--- src/rtl/ipd_pkg.sv ---
`timescale 1ns / 1ps
// ----------------------------------------------------------------------------
// ipd_pkg
// Shared types and constants for the +IPD frame parser.
// ----------------------------------------------------------------------------
package ipd_pkg;

  localparam int ByteW  = 8;
  localparam int LinkW  = 8;
  localparam int LenW   = 16;

  localparam logic [LenW-1:0] LimitReset = 16'd1024;

  localparam logic [ByteW-1:0] ChPlus  = 8'h2B;  // '+'
  localparam logic [ByteW-1:0] ChComma = 8'h2C;  // ','
  localparam logic [ByteW-1:0] ChColon = 8'h3A;  // ':'
  localparam logic [ByteW-1:0] ChZero  = 8'h30;  // '0'
  localparam logic [ByteW-1:0] ChNine  = 8'h39;  // '9'

  // one result item
  typedef struct packed {
    logic [ByteW-1:0] payload_byte;
    logic [LinkW-1:0] link_number;
    logic [LenW-1:0]  frame_length;
    logic             empty_frame;
    logic             last;
  } ipd_result_t;

  // expected header text after '+'
  function automatic logic [ByteW-1:0] hdr_char(input logic [1:0] idx);
    logic [ByteW-1:0] ch;
    case (idx)
      2'd0:    ch = 8'h49;  // 'I'
      2'd1:    ch = 8'h50;  // 'P'
      2'd2:    ch = 8'h44;  // 'D'
      default: ch = 8'h2C;  // ','
    endcase
    return ch;
  endfunction

endpackage

--- src/rtl/ipd_if.sv ---
`timescale 1ns / 1ps
// ----------------------------------------------------------------------------
// ipd_if
// Valid/ready channels of the frame parser: byte input, result output, and
// the limit register write channel.
// ----------------------------------------------------------------------------
interface ipd_in_if;
  logic       valid;
  logic       ready;
  logic [7:0] rx_byte;
  logic       discard;

  modport source (output valid, rx_byte, discard, input ready);
  modport sink   (input valid, rx_byte, discard, output ready);
endinterface

interface ipd_out_if;
  logic        valid;
  logic        ready;
  logic [7:0]  payload_byte;
  logic [7:0]  link_number;
  logic [15:0] frame_length;
  logic        empty_frame;
  logic        last;

  modport source (output valid, payload_byte, link_number, frame_length, empty_frame, last,
                  input ready);
  modport sink   (input valid, payload_byte, link_number, frame_length, empty_frame, last,
                  output ready);
endinterface

interface ipd_cfg_if;
  logic        valid;
  logic        ready;
  logic [15:0] payload_limit;

  modport source (output valid, payload_limit, input ready);
  modport sink   (input valid, payload_limit, output ready);
endinterface

--- src/rtl/ipd_frame_parser.sv ---
`timescale 1ns / 1ps
// ----------------------------------------------------------------------------
// ipd_frame_parser
// Finds "+IPD,<link>,<length>:<payload>" frames in a received byte stream
// and emits each payload byte with its link id and clamped length.
// ----------------------------------------------------------------------------
//
//  Channel  Dir  Moves                              Accept
//  cfg      in   payload_limit write (16 b)         cfg.valid & cfg.ready
//  rx       in   rx_byte, discard                   rx.valid & rx.ready
//  frame    out  payload_byte, link_number,         frame.valid & frame.ready
//                frame_length, empty_frame, last
//
//  One byte per cycle while the skid entry is empty. A byte is parsed in the
//  cycle it is accepted; its result (if any) goes to the output register.
//  Synchronous active-high rst clears the parser to idle and the limit to 1024.
//  A stalled frame output is absorbed by a one-entry skid; rx.ready drops
//  only when that skid holds a request.
//  cfg.ready is always high; write the limit only while the parser is idle.
//
module ipd_frame_parser (
  input  logic clk,
  input  logic rst,
  ipd_cfg_if.sink   cfg,
  ipd_in_if.sink    rx,
  ipd_out_if.source frame
);
  import ipd_pkg::*;

  logic [LenW-1:0] payload_limit;

  // limit register; writes are to come only while idle, the block does not enforce it
  assign cfg.ready = 1'b1;

  always_ff @(posedge clk) begin
    if (rst) begin
      payload_limit <= LimitReset;
    end else if (cfg.valid) begin
      payload_limit <= cfg.payload_limit;
    end
  end

  logic        take;
  logic        res_valid;
  logic        skid_ready;
  ipd_result_t res;
  ipd_result_t out_data;

  assign rx.ready = skid_ready;
  assign take     = rx.valid && skid_ready;

  // parser: state registers plus one step of next-state logic
  ipd_parse_core u_core (
    .clk           (clk),
    .rst           (rst),
    .payload_limit (payload_limit),
    .take          (take),
    .rx_byte       (rx.rx_byte),
    .discard       (rx.discard),
    .res_valid     (res_valid),
    .res           (res)
  );

  // result register + skid entry
  ipd_out_skid u_out (
    .clk       (clk),
    .rst       (rst),
    .in_valid  (res_valid),
    .in_data   (res),
    .in_ready  (skid_ready),
    .out_valid (frame.valid),
    .out_data  (out_data),
    .out_ready (frame.ready)
  );

  assign frame.payload_byte = out_data.payload_byte;
  assign frame.link_number  = out_data.link_number;
  assign frame.frame_length = out_data.frame_length;
  assign frame.empty_frame  = out_data.empty_frame;
  assign frame.last         = out_data.last;

endmodule

--- src/rtl/ipd_parse_core.sv ---
`timescale 1ns / 1ps
// ----------------------------------------------------------------------------
// ipd_parse_core
// Per-byte parser state machine; produces at most one result per byte.
// ----------------------------------------------------------------------------
module ipd_parse_core (
  input  logic                 clk,
  input  logic                 rst,
  input  logic [15:0]          payload_limit,
  input  logic                 take,        // byte accepted this cycle
  input  logic [7:0]           rx_byte,
  input  logic                 discard,
  output logic                 res_valid,
  output ipd_pkg::ipd_result_t res
);
  import ipd_pkg::*;

  localparam logic [2:0] PH_IDLE   = 3'd0;
  localparam logic [2:0] PH_HEADER = 3'd1;
  localparam logic [2:0] PH_LINK   = 3'd2;
  localparam logic [2:0] PH_LENGTH = 3'd3;
  localparam logic [2:0] PH_DATA   = 3'd4;

  logic [2:0]      phase, phase_next;
  logic [1:0]      header_count, header_count_next;
  logic            header_match, header_match_next;
  logic [LinkW-1:0] link_accum, link_accum_next;
  logic [LenW-1:0]  length_accum, length_accum_next;
  logic [LenW-1:0]  payload_count, payload_count_next;

  logic            is_digit;
  logic [3:0]      digit;
  logic [LenW-1:0] count_inc;

  assign is_digit  = (rx_byte >= ChZero) && (rx_byte <= ChNine);
  assign digit     = 4'(rx_byte - ChZero);
  assign count_inc = payload_count + 16'd1;

  always_comb begin
    phase_next         = phase;
    header_count_next  = header_count;
    header_match_next  = header_match;
    link_accum_next    = link_accum;
    length_accum_next  = length_accum;
    payload_count_next = payload_count;
    res_valid          = 1'b0;
    res.payload_byte   = rx_byte;
    res.link_number    = link_accum;
    res.frame_length   = length_accum;
    res.empty_frame    = 1'b0;
    res.last           = 1'b0;

    if (take && !discard) begin
      case (phase)
        PH_HEADER: begin
          if (rx_byte != hdr_char(header_count)) header_match_next = 1'b0;
          header_count_next = header_count + 2'd1;
          if (header_count == 2'd3) begin
            // all four bytes consumed, match or not
            if (header_match && rx_byte == hdr_char(header_count)) begin
              phase_next      = PH_LINK;
              link_accum_next = '0;
            end else begin
              phase_next = PH_IDLE;
            end
          end
        end
        PH_LINK: begin
          if (rx_byte == ChComma) begin
            phase_next        = PH_LENGTH;
            length_accum_next = '0;
          end else if (is_digit) begin
            // x*10 + d, wraps mod 256
            link_accum_next = (link_accum << 3) + (link_accum << 1) + LinkW'(digit);
          end else begin
            phase_next = PH_IDLE;
          end
        end
        PH_LENGTH: begin
          if (rx_byte == ChColon) begin
            phase_next         = PH_DATA;
            payload_count_next = '0;
            if (length_accum > payload_limit) length_accum_next = payload_limit;
          end else if (is_digit) begin
            length_accum_next = (length_accum << 3) + (length_accum << 1) + LenW'(digit);
          end else begin
            phase_next = PH_IDLE;
          end
        end
        PH_DATA: begin
          res_valid = 1'b1;
          if (length_accum == '0) begin
            res.payload_byte = '0;
            res.empty_frame  = 1'b1;
            res.last         = 1'b1;
            phase_next       = PH_IDLE;
          end else begin
            payload_count_next = count_inc;
            if (count_inc >= length_accum) begin
              res.last   = 1'b1;
              phase_next = PH_IDLE;
            end
          end
        end
        default: begin
          // idle and unused codes
          phase_next = PH_IDLE;
          if (rx_byte == ChPlus) begin
            phase_next        = PH_HEADER;
            header_count_next = '0;
            header_match_next = 1'b1;
          end
        end
      endcase
    end
  end

  always_ff @(posedge clk) begin
    if (rst) begin
      phase         <= PH_IDLE;
      header_count  <= '0;
      header_match  <= 1'b1;
      link_accum    <= '0;
      length_accum  <= '0;
      payload_count <= '0;
    end else begin
      phase         <= phase_next;
      header_count  <= header_count_next;
      header_match  <= header_match_next;
      link_accum    <= link_accum_next;
      length_accum  <= length_accum_next;
      payload_count <= payload_count_next;
    end
  end

endmodule

--- src/rtl/ipd_out_skid.sv ---
`timescale 1ns / 1ps
// ----------------------------------------------------------------------------
// ipd_out_skid
// Result register with one skid entry, so the input side keeps running
// while one result waits.
// ----------------------------------------------------------------------------
module ipd_out_skid (
  input  logic                 clk,
  input  logic                 rst,
  input  logic                 in_valid,
  input  ipd_pkg::ipd_result_t in_data,
  output logic                 in_ready,
  output logic                 out_valid,
  output ipd_pkg::ipd_result_t out_data,
  input  logic                 out_ready
);
  import ipd_pkg::*;

  logic        skid_valid;
  ipd_result_t skid_data;

  assign in_ready = !skid_valid;

  always_ff @(posedge clk) begin
    if (rst) begin
      out_valid  <= 1'b0;
      skid_valid <= 1'b0;
    end else if (out_ready || !out_valid) begin
      if (skid_valid) begin
        out_valid  <= 1'b1;
        skid_valid <= 1'b0;
      end else begin
        out_valid <= in_valid;
      end
    end else if (in_valid) begin
      skid_valid <= 1'b1;
    end
  end

  always_ff @(posedge clk) begin
    if (out_ready || !out_valid) begin
      out_data <= skid_valid ? skid_data : in_data;
    end else if (in_valid) begin
      skid_data <= in_data;
    end
  end

endmodule

--- src/flat_wrapper.sv ---
// flat-port wrapper written by rule: the top's interface ports become plain ports
module ipd_frame_parser_flat import ipd_pkg::*;
  (clk, rst, cfg_valid, cfg_payload_limit, cfg_ready, rx_valid, rx_rx_byte, rx_discard, rx_ready, frame_valid, frame_payload_byte, frame_link_number, frame_frame_length, frame_empty_frame, frame_last, frame_ready);
  ipd_cfg_if cfg_i ();
  ipd_in_if rx_i ();
  ipd_out_if frame_i ();
  input  logic clk;
  input  logic rst;
  input wire logic [$bits(cfg_i.valid)-1:0] cfg_valid;
  input wire logic [$bits(cfg_i.payload_limit)-1:0] cfg_payload_limit;
  output wire logic [$bits(cfg_i.ready)-1:0] cfg_ready;
  input wire logic [$bits(rx_i.valid)-1:0] rx_valid;
  input wire logic [$bits(rx_i.rx_byte)-1:0] rx_rx_byte;
  input wire logic [$bits(rx_i.discard)-1:0] rx_discard;
  output wire logic [$bits(rx_i.ready)-1:0] rx_ready;
  output wire logic [$bits(frame_i.valid)-1:0] frame_valid;
  output wire logic [$bits(frame_i.payload_byte)-1:0] frame_payload_byte;
  output wire logic [$bits(frame_i.link_number)-1:0] frame_link_number;
  output wire logic [$bits(frame_i.frame_length)-1:0] frame_frame_length;
  output wire logic [$bits(frame_i.empty_frame)-1:0] frame_empty_frame;
  output wire logic [$bits(frame_i.last)-1:0] frame_last;
  input wire logic [$bits(frame_i.ready)-1:0] frame_ready;
  assign cfg_i.valid = cfg_valid;
  assign cfg_i.payload_limit = cfg_payload_limit;
  assign cfg_ready = cfg_i.ready;
  assign rx_i.valid = rx_valid;
  assign rx_i.rx_byte = rx_rx_byte;
  assign rx_i.discard = rx_discard;
  assign rx_ready = rx_i.ready;
  assign frame_valid = frame_i.valid;
  assign frame_payload_byte = frame_i.payload_byte;
  assign frame_link_number = frame_i.link_number;
  assign frame_frame_length = frame_i.frame_length;
  assign frame_empty_frame = frame_i.empty_frame;
  assign frame_last = frame_i.last;
  assign frame_i.ready = frame_ready;
  ipd_frame_parser u_core (.clk(clk), .rst(rst), .cfg(cfg_i), .rx(rx_i), .frame(frame_i));
endmodule
--- config.mk ---
export PLATFORM = sky130hd
export DESIGN_NAME = ipd_frame_parser_flat
export DESIGN_NICKNAME = d
export VERILOG_FILES = /design/src/rtl/ipd_pkg.sv /design/src/rtl/ipd_if.sv /design/src/rtl/ipd_frame_parser.sv /design/src/rtl/ipd_parse_core.sv /design/src/rtl/ipd_out_skid.sv /design/src/flat_wrapper.sv
export SDC_FILE = /design/constraint.sdc
export NUM_CORES = 1
export LEC_CHECK = 0
export ABC_AREA = 1
export BUFFER_PORTS_ARGS = -buffer_cell sky130_fd_sc_hd__buf_2
export CAP_MARGIN = 10
export CORE_MARGIN = 1
export CORE_UTILIZATION = 40
export DETAILED_ROUTE_END_ITERATION = 6
export PLACE_DENSITY = 0.6
export SKIP_CTS_REPAIR_TIMING = 1
export SLEW_MARGIN = 20
export SYNTH_ARGS = -nofsm -noshare
export SYNTH_HDL_FRONTEND = slang
export SYNTH_SLANG_ARGS = --single-unit
--- constraint.sdc ---
create_clock -name clk -period 2.9 [get_ports clk]
set_clock_uncertainty 0.05 [all_clocks]
set_input_delay 0.145 -clock clk [delete_from_list [all_inputs] [get_ports clk]]
set_output_delay 0.145 -clock clk [all_outputs]
set_load 0.05 [all_outputs]
# [Word-level counts from Yosys, hierarchy flattened]
# Cells that the tools add are included.
[totals] regBits=132 word_cells=123 out_inout_bits=37 inputBits=30
[classes] mux=45 magnitude_cmp=4 n_bitwise=2 addsub=7 reduce_logical=23 n_eq_ne=23
[ops] operator="$mux W16" count=6
[ops] operator="$mux W8" count=12
[ops] operator="$pmux W16 S2" count=2
[ops] operator="$mux W34" count=1
[ops] operator="$eq A8 B6 Y1 const B" count=3
[ops] operator="$pmux W7 S3" count=1
[ops] operator="$mux W3" count=6
[ops] operator="$add A16 B1 Y16 const B" count=1
[ops] operator="$add A16 B16 Y16" count=1
[ops] operator="$add A16 B4 Y16" count=1
[ops] operator="$ge A16 B16 Y1" count=1
[ops] operator="$gt A16 B16 Y1" count=1
[ops] operator="$logic_not A16 Y1" count=1
[ops] operator="$ne A2 B2 Y1 const B" count=8
[ops] operator="$pmux W8 S2" count=1
[ops] operator="$pmux W3 S4" count=1
[ops] operator="$mux W1" count=9
[ops] operator="$ne A3 B3 Y1 const B" count=3
[ops] operator="$add A8 B4 Y8" count=1
[ops] operator="$add A8 B8 Y8" count=1
[ops] operator="$eq A8 B8 Y1" count=1
[ops] operator="$ge A8 B6 Y1 const B" count=1
[ops] operator="$le A8 B6 Y1 const B" count=1
[ops] operator="$mux W2" count=4
[ops] operator="23 further kinds" count=36

# [Logic depth before layout (Yosys ltp)]
# Gate-level depths: netlist of run 1.
[logic_depth] word_depth=10 depth_mapped=19 depth_no_buf=19

# [Hierarchy]
# Synthesis of run 1 repeated with hierarchy kept, for this count alone.
[unflattened] cells_unflattened=1048 hier_area_um2=8323.0
[modules_own_cells] module="ipd_parse_core" cells_each=754 area_each_um2=4983.5 seq_area_each_um2=920.9 n_inst=1
[modules_own_cells] module="ipd_out_skid" cells_each=190 area_each_um2=2652.5 seq_area_each_um2=2082.0 n_inst=1
[modules_own_cells] module="ipd_frame_parser" cells_each=104 area_each_um2=686.9 seq_area_each_um2=320.3 n_inst=1

# [Worst setup path after synthesis of run 1]
# No wires, ideal clock.
[synth_timing] kind="reg-to-reg" startpoint="register u_core.u_out.out_valid" endpoint="register u_core.u_out.skid_data[0] (netlist name) (enable)" required_time_ps=2425 path_slack_ps=-681 n_path_buf=0 stages_incl_launch_ff=3 arrival_ps=3106 setup_time_ps=425 path_cell_list="dfxtp_1 nand2_1 nor2_1"
[synth_via] elab_chain_len=4
[synth_lines] element="from (decl)" line_no="ipd_out_skid.sv:13" text="output logic out_valid,"
[synth_lines] element="from (signal assigned)" line_no="ipd_out_skid.sv:33" text="out_valid <= in_valid;"
[synth_lines] element="$logic_not A1 Y1" line_no="ipd_out_skid.sv:41" text="if (out_ready || !out_valid) begin"
[synth_lines] element="$logic_or A1 B1 Y1" line_no="ipd_out_skid.sv:41"
[synth_lines] element="$not A1 Y1 (no source line)"
[synth_lines] element="$reduce_and A2 Y1 (no source line)"
[synth_lines] element="to (signal assigned)" line_no="ipd_out_skid.sv:44" text="skid_data <= in_data;"
[synth_lines] element="to (decl)" line_no="ipd_out_skid.sv:20" text="ipd_result_t skid_data;"
# No other way between the ends.
# A chain may end at the register's enable or synchronous reset.

# [Worst setup path in the final report of run 1]
[layout_timing] startpoint="register u_core.u_core.payload_count[7]" endpoint="register u_core.u_core.phase[2]"
[layout_via] elab_chain_len=4
[layout_lines] element="from (decl)" line_no="ipd_parse_core.sv:29" text="logic [LenW-1:0] payload_count, payload_count_next;"
[layout_lines] element="from (signal assigned)" line_no="ipd_parse_core.sv:132" text="payload_count <= payload_count_next;"
[layout_lines] element="$add A16 B1 Y16" line_no="ipd_parse_core.sv:37" text="assign count_inc = payload_count + 16'd1;"
[layout_lines] element="$ge A16 B16 Y1" line_no="ipd_parse_core.sv:99" text="if (count_inc >= length_accum) begin"
[layout_lines] element="$ne A3 B3 Y1 (no source line)"
[layout_lines] element="$reduce_and A3 Y1 (no source line)"
[layout_lines] element="to (signal assigned)" line_no="ipd_parse_core.sv:127" text="phase <= phase_next;"
[layout_lines] element="to (decl)" line_no="ipd_parse_core.sv:24" text="logic [2:0] phase, phase_next;"
# No other way between the ends.

==> run_results.csv, run 1 <==
group,metric,value,unit
status,outcome,"finished, violations left",
status,violations,"negative hold slack",
die,die_w,141,um
timing,slew_headroom,50.1,%
drt,ant_nets,0,
synth,synth-seq-area-share,42.9,%
clock_network,path_clk_slew,60,ps
synth,syn_area,0.00774,sq mm
synth,yosysWarnings,0,
drt,drc_errors,0,
setup_path,endpoint_kind,"flip-flop",
timing,hold_viol_final,5,
synth,syn_nets,1072,
setup_path,cp_top_family,"simple AND/OR/NAND/NOR gates",
die,io_pins,67,
grt,gr-total-overflow,0,
timing,worst_pin_slew,747,ps
synth,ys_seq_elements,132,
synth,synth-async-reset-ratio,0,%
die,die_y,141,um
setup_path,crit_chain,"inv_1, nor3_1, nand3b_1, xor2_1, inv_1, ha_1, a21oi_1, a21oi_1, nor2_1, nand4_1, nor2_1, nor2_2, nand2_1, nand2_1, nor2_1",
clock_network,cts_buffers,17,
finish,seq_area,0.00334,sq mm
finish,postLayoutCoreUtil,49.1,%
pwr,p_total,4600,uW
pwr,power_density,497,mW/mm^2
die,dieArea,0.0199,sq mm
setup_path,path_buf_inv,2,
finish,post_layout_nonfiller_instances,1332,
clock_network,cts_root_buffer,"clkbuf_16",
setup_path,cpPeakStageDelay,400,ps
clock_network,cts_max_path_buffers,2,
timing,fmax,0.357,GHz
die,row_count,50,
timing,setup_tns,0,ps
drt,drt-vias-per-instance,4.85,
timing,post-route-min-period,2800,ps
synth,synthTopCellsByArea,"edfxtp_1, dfxtp_1, ha_1, nand2_1, inv_1",
timing,period_share,96.5,%
die,start_util,41.1,%
synth,synth_top_area_share,26.4,%
setup_path,worst_setup_path_start_kind,"flip-flop",
min_path,worst_hold_path_type,"primary input to flip-flop",
drt,totalWireLength,18700,um
placed_design,place_congestion,0.907,
die,core_area,0.0188,sq mm
synth,synth_edf_count,68,
placed_design,portBuffers,65,
clock_network,cts.sinks,132,
placed_design,hpwl,13800,um
finish,antenna-diode-count,0,
placed_design,dp_cells,1282,
pwr,p_leak,0.00436,uW
drt,drtIter0Drc,421,
setup_path,critPathRequiredTime,3200,ps
grt,grt.total_usage,19.4,%
timing,setup_violations,0,
drt,vias,6456,
finish,multiInputGateArea,0.00389,sq mm
synth,yosys.cell_types.count,37,
finish,num-nets-final,1166,
finish,fillerInstances,1819,
grt,grt_pass1_wl,29700,um
setup_path,arrival,3100,ps
setup_path,worst_path_most_repeated_cell,"nor2_1",
drt,drt-wirelength-per-cell,14.1,um
finish,synthToLayoutAreaGrowth,19.5,%
clock_network,htree_levels,4,
synth,avgSynthCellArea,8.02,sq um
setup_path,cp_slowest_cell,"dfxtp_1",
drt,drt-pass1-iter-count,4,
clock_network,clk_latency,420,ps
grt,antenna_found_initial,0,
grt,grt_pass1_vias,5885,
setup_path,critical_path.max_fanout,4,
timing,fin_hold_ws,-45.8,ps
clock_network,cts_tree,"done",
timing,drv_slew,0,
setup_path,crit_type,"flip-flop to flip-flop",
pwr,ir_drop,439,uV
synth,ys.flop_type,"edfxtp_1",
job,maxCapViolations,0,
synth,synthCells,965,
finish,drive_above_1_share,13.7,%
synth,synth.largest_area_cell,"edfxtp_1",
timing,rsz0062_at_grt,"yes",
grt,grt_max_degree,64,
layer usage:
layer,global-route usage [%],part of all wire [%]
met4,5.84,1.5
met5,0,0
met1,26.4,48
met2,31.4,47
met3,3.23,3.4
worst paths after layout:
path / startpoint / end / slack [ps] / cells past startpoint
max: u_core.u_core.payload_count[7]$_SDFFE_PP0P_ / u_core.u_core.phase[2]$_SDFFE_PP0P_ / 100 / 15
max reg2reg: u_core.u_core.payload_count[7]$_SDFFE_PP0P_ / u_core.u_core.phase[2]$_SDFFE_PP0P_ / 100 / 15
min reg2reg: u_core.u_core.link_accum[7]$_SDFFE_PP0P_ / u_core.u_out.skid_data[25]$_DFFE_PP_ / 390 / 0
min: cfg_payload_limit[12] / u_core.payload_limit[12]$_SDFFE_PP0P_ / -50 / 3
worst min-delay path: stages:
cell and delay, ps:
buf_2 70, o21ai_0 70, a21oi_1 100
area by class of cell:
cell class,instances,share of cell area [%]
clock buffer,20,4.72
inverter,140,5.68
sequential,132,36.1
tap,260,3.52
timing repair buffer,96,6.41
multi-input combinational,672,42.1
clock inverter,12,1.49
sequential cells by signal, indices dropped and copies added (netlist names):
register,flops
u_core.u_out.out_data,34
u_core.u_core.header_match,1
u_core.u_core.header_count,2
u_core.u_out.skid_data,34
u_core.u_core.phase,3
u_core.payload_limit,16
u_core.u_core.length_accum,16
u_core.u_out.skid_valid,1
u_core.u_core.payload_count,16
u_core.u_core.link_accum,8
u_core.u_out.out_valid,1
cell usage after synthesis (4+ instances only):
cell      count
nand2_1     231
inv_1       137
nor2_1       82
o21ai_0      81
a21oi_1      76
ha_1         73
edfxtp_1     68
dfxtp_1      64
nand3_1      41
clkbuf_1     16
xor2_1       15
nand4_1      14
nor3_1       13
xnor2_1       8
nand3b_1      6
fa_1          4
nand2_2       4
power breakdown:
part           internal (uW)  switching, uW  leakage [uW]
clock network           1340            790      0.000280
registers               2000           31.5       0.00125
logic                    142            299       0.00284
through the flow:
stage               hold slack, ps  area, sq um  setup slack, ps
floorplan                      195         7750              229
global placement               311         8400             96.0
detailed placement             320         8400            -36.2
CTS                           -126         8980            -53.6
global route                  5.51         9250            -99.0
finish                       -45.8         9250              101
logic make-up after synthesis:
logic type / synth area share [%]
other: 0.0485
xor gates and xnor gates: 2.60
DFF: 42.9
AOI/OAI and AO/OA: 11.3
and+or+nand+nor: 22.2
buffers and inverters: 8.00
adders and majority gates: 12.8
cells in the final DEF, fill, tap and decap left out, drive strengths merged:
master,synthesis,layout
clkbuf,17,20
nand3b,6,6
a21oi,77,77
nand4,16,16
a21o,1,1
clkinvlp,0,1
or2,2,2
nor4,2,2
nor2,82,82
dlygate4sd3,0,14
clkinv,0,8
bufinv,0,3
xnor2,8,8
nand2,236,236
inv,140,140
ha,73,73
buf,4,82
o2111ai,1,1
o211ai,2,2
o21ai,85,85
fa,4,4
edfxtp,68,68
o22ai,3,3
nand3,41,41
dfxtp,64,64
o21a,1,1
xor2,15,15
conb,1,1
nor3,16,16
No activity file was read; power rests on OpenSTA's default activity.
==> run 2, diff against run 1 <==
--- a/config.mk
+++ b/config.mk
@@ -5,7 +5,6 @@
 export SDC_FILE = /design/constraint.sdc
 export NUM_CORES = 1
 export LEC_CHECK = 0
-export ABC_AREA = 1
 export BUFFER_PORTS_ARGS = -buffer_cell sky130_fd_sc_hd__buf_2
 export CAP_MARGIN = 10
 export CORE_MARGIN = 1
==> run 2 against run 1 <==
Clock power is 20% higher. Flip-flop and latch count stayed put. Cell count is 15% lower. The flow now finishes without violations. Sequential power is 2% lower. Die area is 1.5% lower. Critical path type unchanged. Via count is 7.2% lower.
==> run_results.csv, run 2 <==
group,metric,value,unit
finish,fillerInstances,1728,
clock_network,cts_root_buffer,"clkbuf_16",
finish,post_layout_nonfiller_instances,1136,
synth,yosys.cell_types.count,63,
finish,mostFrequentLayoutCells,"ha_1, nand2_1, edfxtp_1",
finish,multiInputGateArea,0.00410,sq mm
min_path,worstHoldStart,"rx_rx_byte[7]",
die,start_util,40.7,%
finish,drive_above_1_share,22.3,%
clock_network,cts_max_path_buffers,2,
timing,post-route-min-period,2830,ps
drt,drc_errors,0,
finish,seq_area,0.00333,sq mm
finish,largest_registers,"u_core.u_out.out_data (34), u_core.u_out.skid_data (34)",
pwr,ir_drop,445,uV
placed_design,dp_cells,1081,
drt,drt-wirelength-per-cell,15.8,um
synth,synth-async-reset-ratio,0,%
pwr,p_total,4740,uW
placed_design,hpwl,12800,um
setup_path,arrival,2970,ps
pwr,power_density,501,mW/mm^2
grt,grt_pass1_wl,29400,um
synth,ys_seq_elements,132,
synth,yosys.cell_count.top_type,"ha_1",
synth,synth.largest_area_cell,"edfxtp_1",
pwr,p_leak,0.00414,uW
timing,fin_hold_ws,81.5,ps
min_path,min_path_cells,2,
synth,synth_common_cells,"ha_1, nand2_1, edfxtp_1, dfxtp_1, a21oi_1",
setup_path,endpoint_kind,"flip-flop",
synth,synth_edf_count,68,
timing,setup_ws,67.0,ps
setup_path,critical_path.max_fanout,3,
die,io_pins,67,
drt,totalWireLength,17900,um
synth,synthCells,774,
drt,drtIter0Drc,298,
clock_network,htree_levels,4,
die,dieArea,0.0196,sq mm
drt,drt-pass1-iter-count,5,
synth,ys.flop_type,"edfxtp_1",
synth,synthTopCellsByArea,"edfxtp_1, dfxtp_1, ha_1, a21oi_1, nand2_1",
setup_path,worst_setup_path_start_kind,"flip-flop",
placed_design,place_congestion,0.794,
drt,drt-vias-per-instance,5.27,
timing,slew_headroom,65.9,%
grt,grt_pass1_vias,5811,
timing,period_share,97.7,%
placed_design,portBuffers,65,
finish,num-nets-final,996,
synth,synth_top_area_share,26.8,%
synth,yosysWarnings,0,
timing,hold_viol_final,0,
grt,grt_max_degree,46,
setup_path,r2r_cells,13,
synth,syn_nets,881,
setup_path,r2r_setup_slack,70,ps
timing,setup_violations,0,
clock_network,cts_buffers,17,
grt,antenna_found_initial,0,
finish,final_common_cell,"ha_1",
clock_network,clk_latency,430,ps
setup_path,reg2reg_to,"u_core.u_out.out_data[0]$_DFFE_PP_",
min_path,min_to,"u_core.u_out.skid_data[33]$_DFFE_PP_",
clock_network,cts.sinks,132,
timing,fmax,0.353,GHz
job,maxCapViolations,0,
finish,antenna-diode-count,0,
timing,worst_pin_slew,509,ps
grt,gr-total-overflow,0,
setup_path,worstReg2RegStart,"u_core.u_core.payload_count[4]$_SDFFE_PP0P_",
synth,synth-seq-area-share,43.6,%
die,core_area,0.0187,sq mm
clock_network,path_clk_slew,60,ps
die,die_y,140,um
setup_path,crit_type,"flip-flop to flip-flop",
drt,ant_nets,0,
setup_path,critPathRequiredTime,3030,ps
min_path,worst_hold_path_type,"primary input to flip-flop",
finish,synthToLayoutAreaGrowth,24.2,%
die,die_w,140,um
clock_network,cts_tree,"done",
drt,vias,5991,
placed_design,post-place-ws,14.9,ps
status,outcome,"finished, final reports clean",
finish,postLayoutCoreUtil,50.6,%
synth,syn_area,0.00762,sq mm
die,row_count,50,
timing,drv_slew,0,
grt,grt.total_usage,19.3,%
synth,avgSynthCellArea,9.84,sq um
-- run 2: cell count changes in the layout (fill, tap and decap cells not counted), moves of 9 or more --
cell,previous run,this run
nand2_1,229,71
a21o_1,1,14
xnor2_1,8,17
mux2_2,0,15
buf_4,17,48
inv_1,133,43
a21oi_1,76,60
o21ai_0,79,38
or3_1,0,10
nor2_1,78,52
nor2b_1,0,12
mux2i_1,0,21
nand3_1,38,20
-- run 2: final cells by class --
type / count / area share [%]
Clock inverter: 14 / 2.86
Multi-Input combinational cell: 563 / 43.4
Sequential cell: 132 / 35.2
Timing Repair Buffer: 130 / 9.15
Inverter: 45 / 1.79
Tap cell: 234 / 3.09
Clock buffer: 18 / 4.54
-- run 2: worst max-delay path, stage by stage (launching register included) --
cell and delay (ps):
dfxtp_2 340, and3_4 190, and4_1 210, and3_4 210
and3_4 200, xor2_2 150, ha_1 260, nand4_1 140
nor3_2 50, nor3_1 200, o211ai_1 140, a21oi_2 200
nor2_1 90, a21o_1 150
-- run 2: kinds of logic after synthesis --
| logic type | share of synthesized area [%] |
|---|---|
| AOI/OAI and AO/OA | 13.9 |
| xor gates and xnor gates | 4.14 |
| adders and majority gates | 13.0 |
| buffers and inverters | 4.14 |
| DFF | 43.6 |
| muxes | 4.98 |
| other | 0.0492 |
| and+or+nand+nor | 16.1 |
-- run 2: power breakdown --
part | internal [uW] | leakage [uW] | switching (uW)
clock network | 1710 | 0.000336 | 852
logic | 79.7 | 0.00253 | 114
registers | 1970 | 0.00127 | 13.5
-- run 2: per-stage QoR --
stage / instance area, sq um / TNS, ps
finish: 9460 / 0
global route: 9460 / -39.5
CTS: 9130 / -43.8
detailed placement: 8430 / 0
global placement: 8430 / 0
floorplan: 7620 / 0
-- run 2: worst max-delay path by stage --
stage	startpoint	endpoint	slack, ps	cells after the start
after floorplan	u_core.u_core.payload_count[2]$_SDFFE_PP0P_	u_core.u_out.out_data[0]$_DFFE_PP_	70	14
after detailed placement	u_core.u_core.payload_count[4]$_SDFFE_PP0P_	u_core.u_out.out_data[0]$_DFFE_PP_	10	13
final	u_core.u_core.payload_count[4]$_SDFFE_PP0P_	u_core.u_out.out_data[0]$_DFFE_PP_	70	13
after global placement	u_core.u_core.payload_count[4]$_SDFFE_PP0P_	u_core.u_out.out_data[0]$_DFFE_PP_	90	13
after global routing	u_core.u_core.payload_count[2]$_SDFFE_PP0P_	u_core.u_out.out_data[0]$_DFFE_PP_	-20	13
after CTS	u_core.u_core.header_count[0]$_SDFFE_PP0P_	u_core.u_core.link_accum[4]$_SDFFE_PP0P_	-30	9
-- run 2: routing by layer --
layer  vias up  GRT usage (%)  wire (um)  share of wire, %
li1       3019              -          -                 -
met1      2830           25.5       8740                49
met2       114           31.1       8200                46
met3        28           3.93        648               3.6
met4         0           6.88        310               1.7
met5         -              0          0                 0
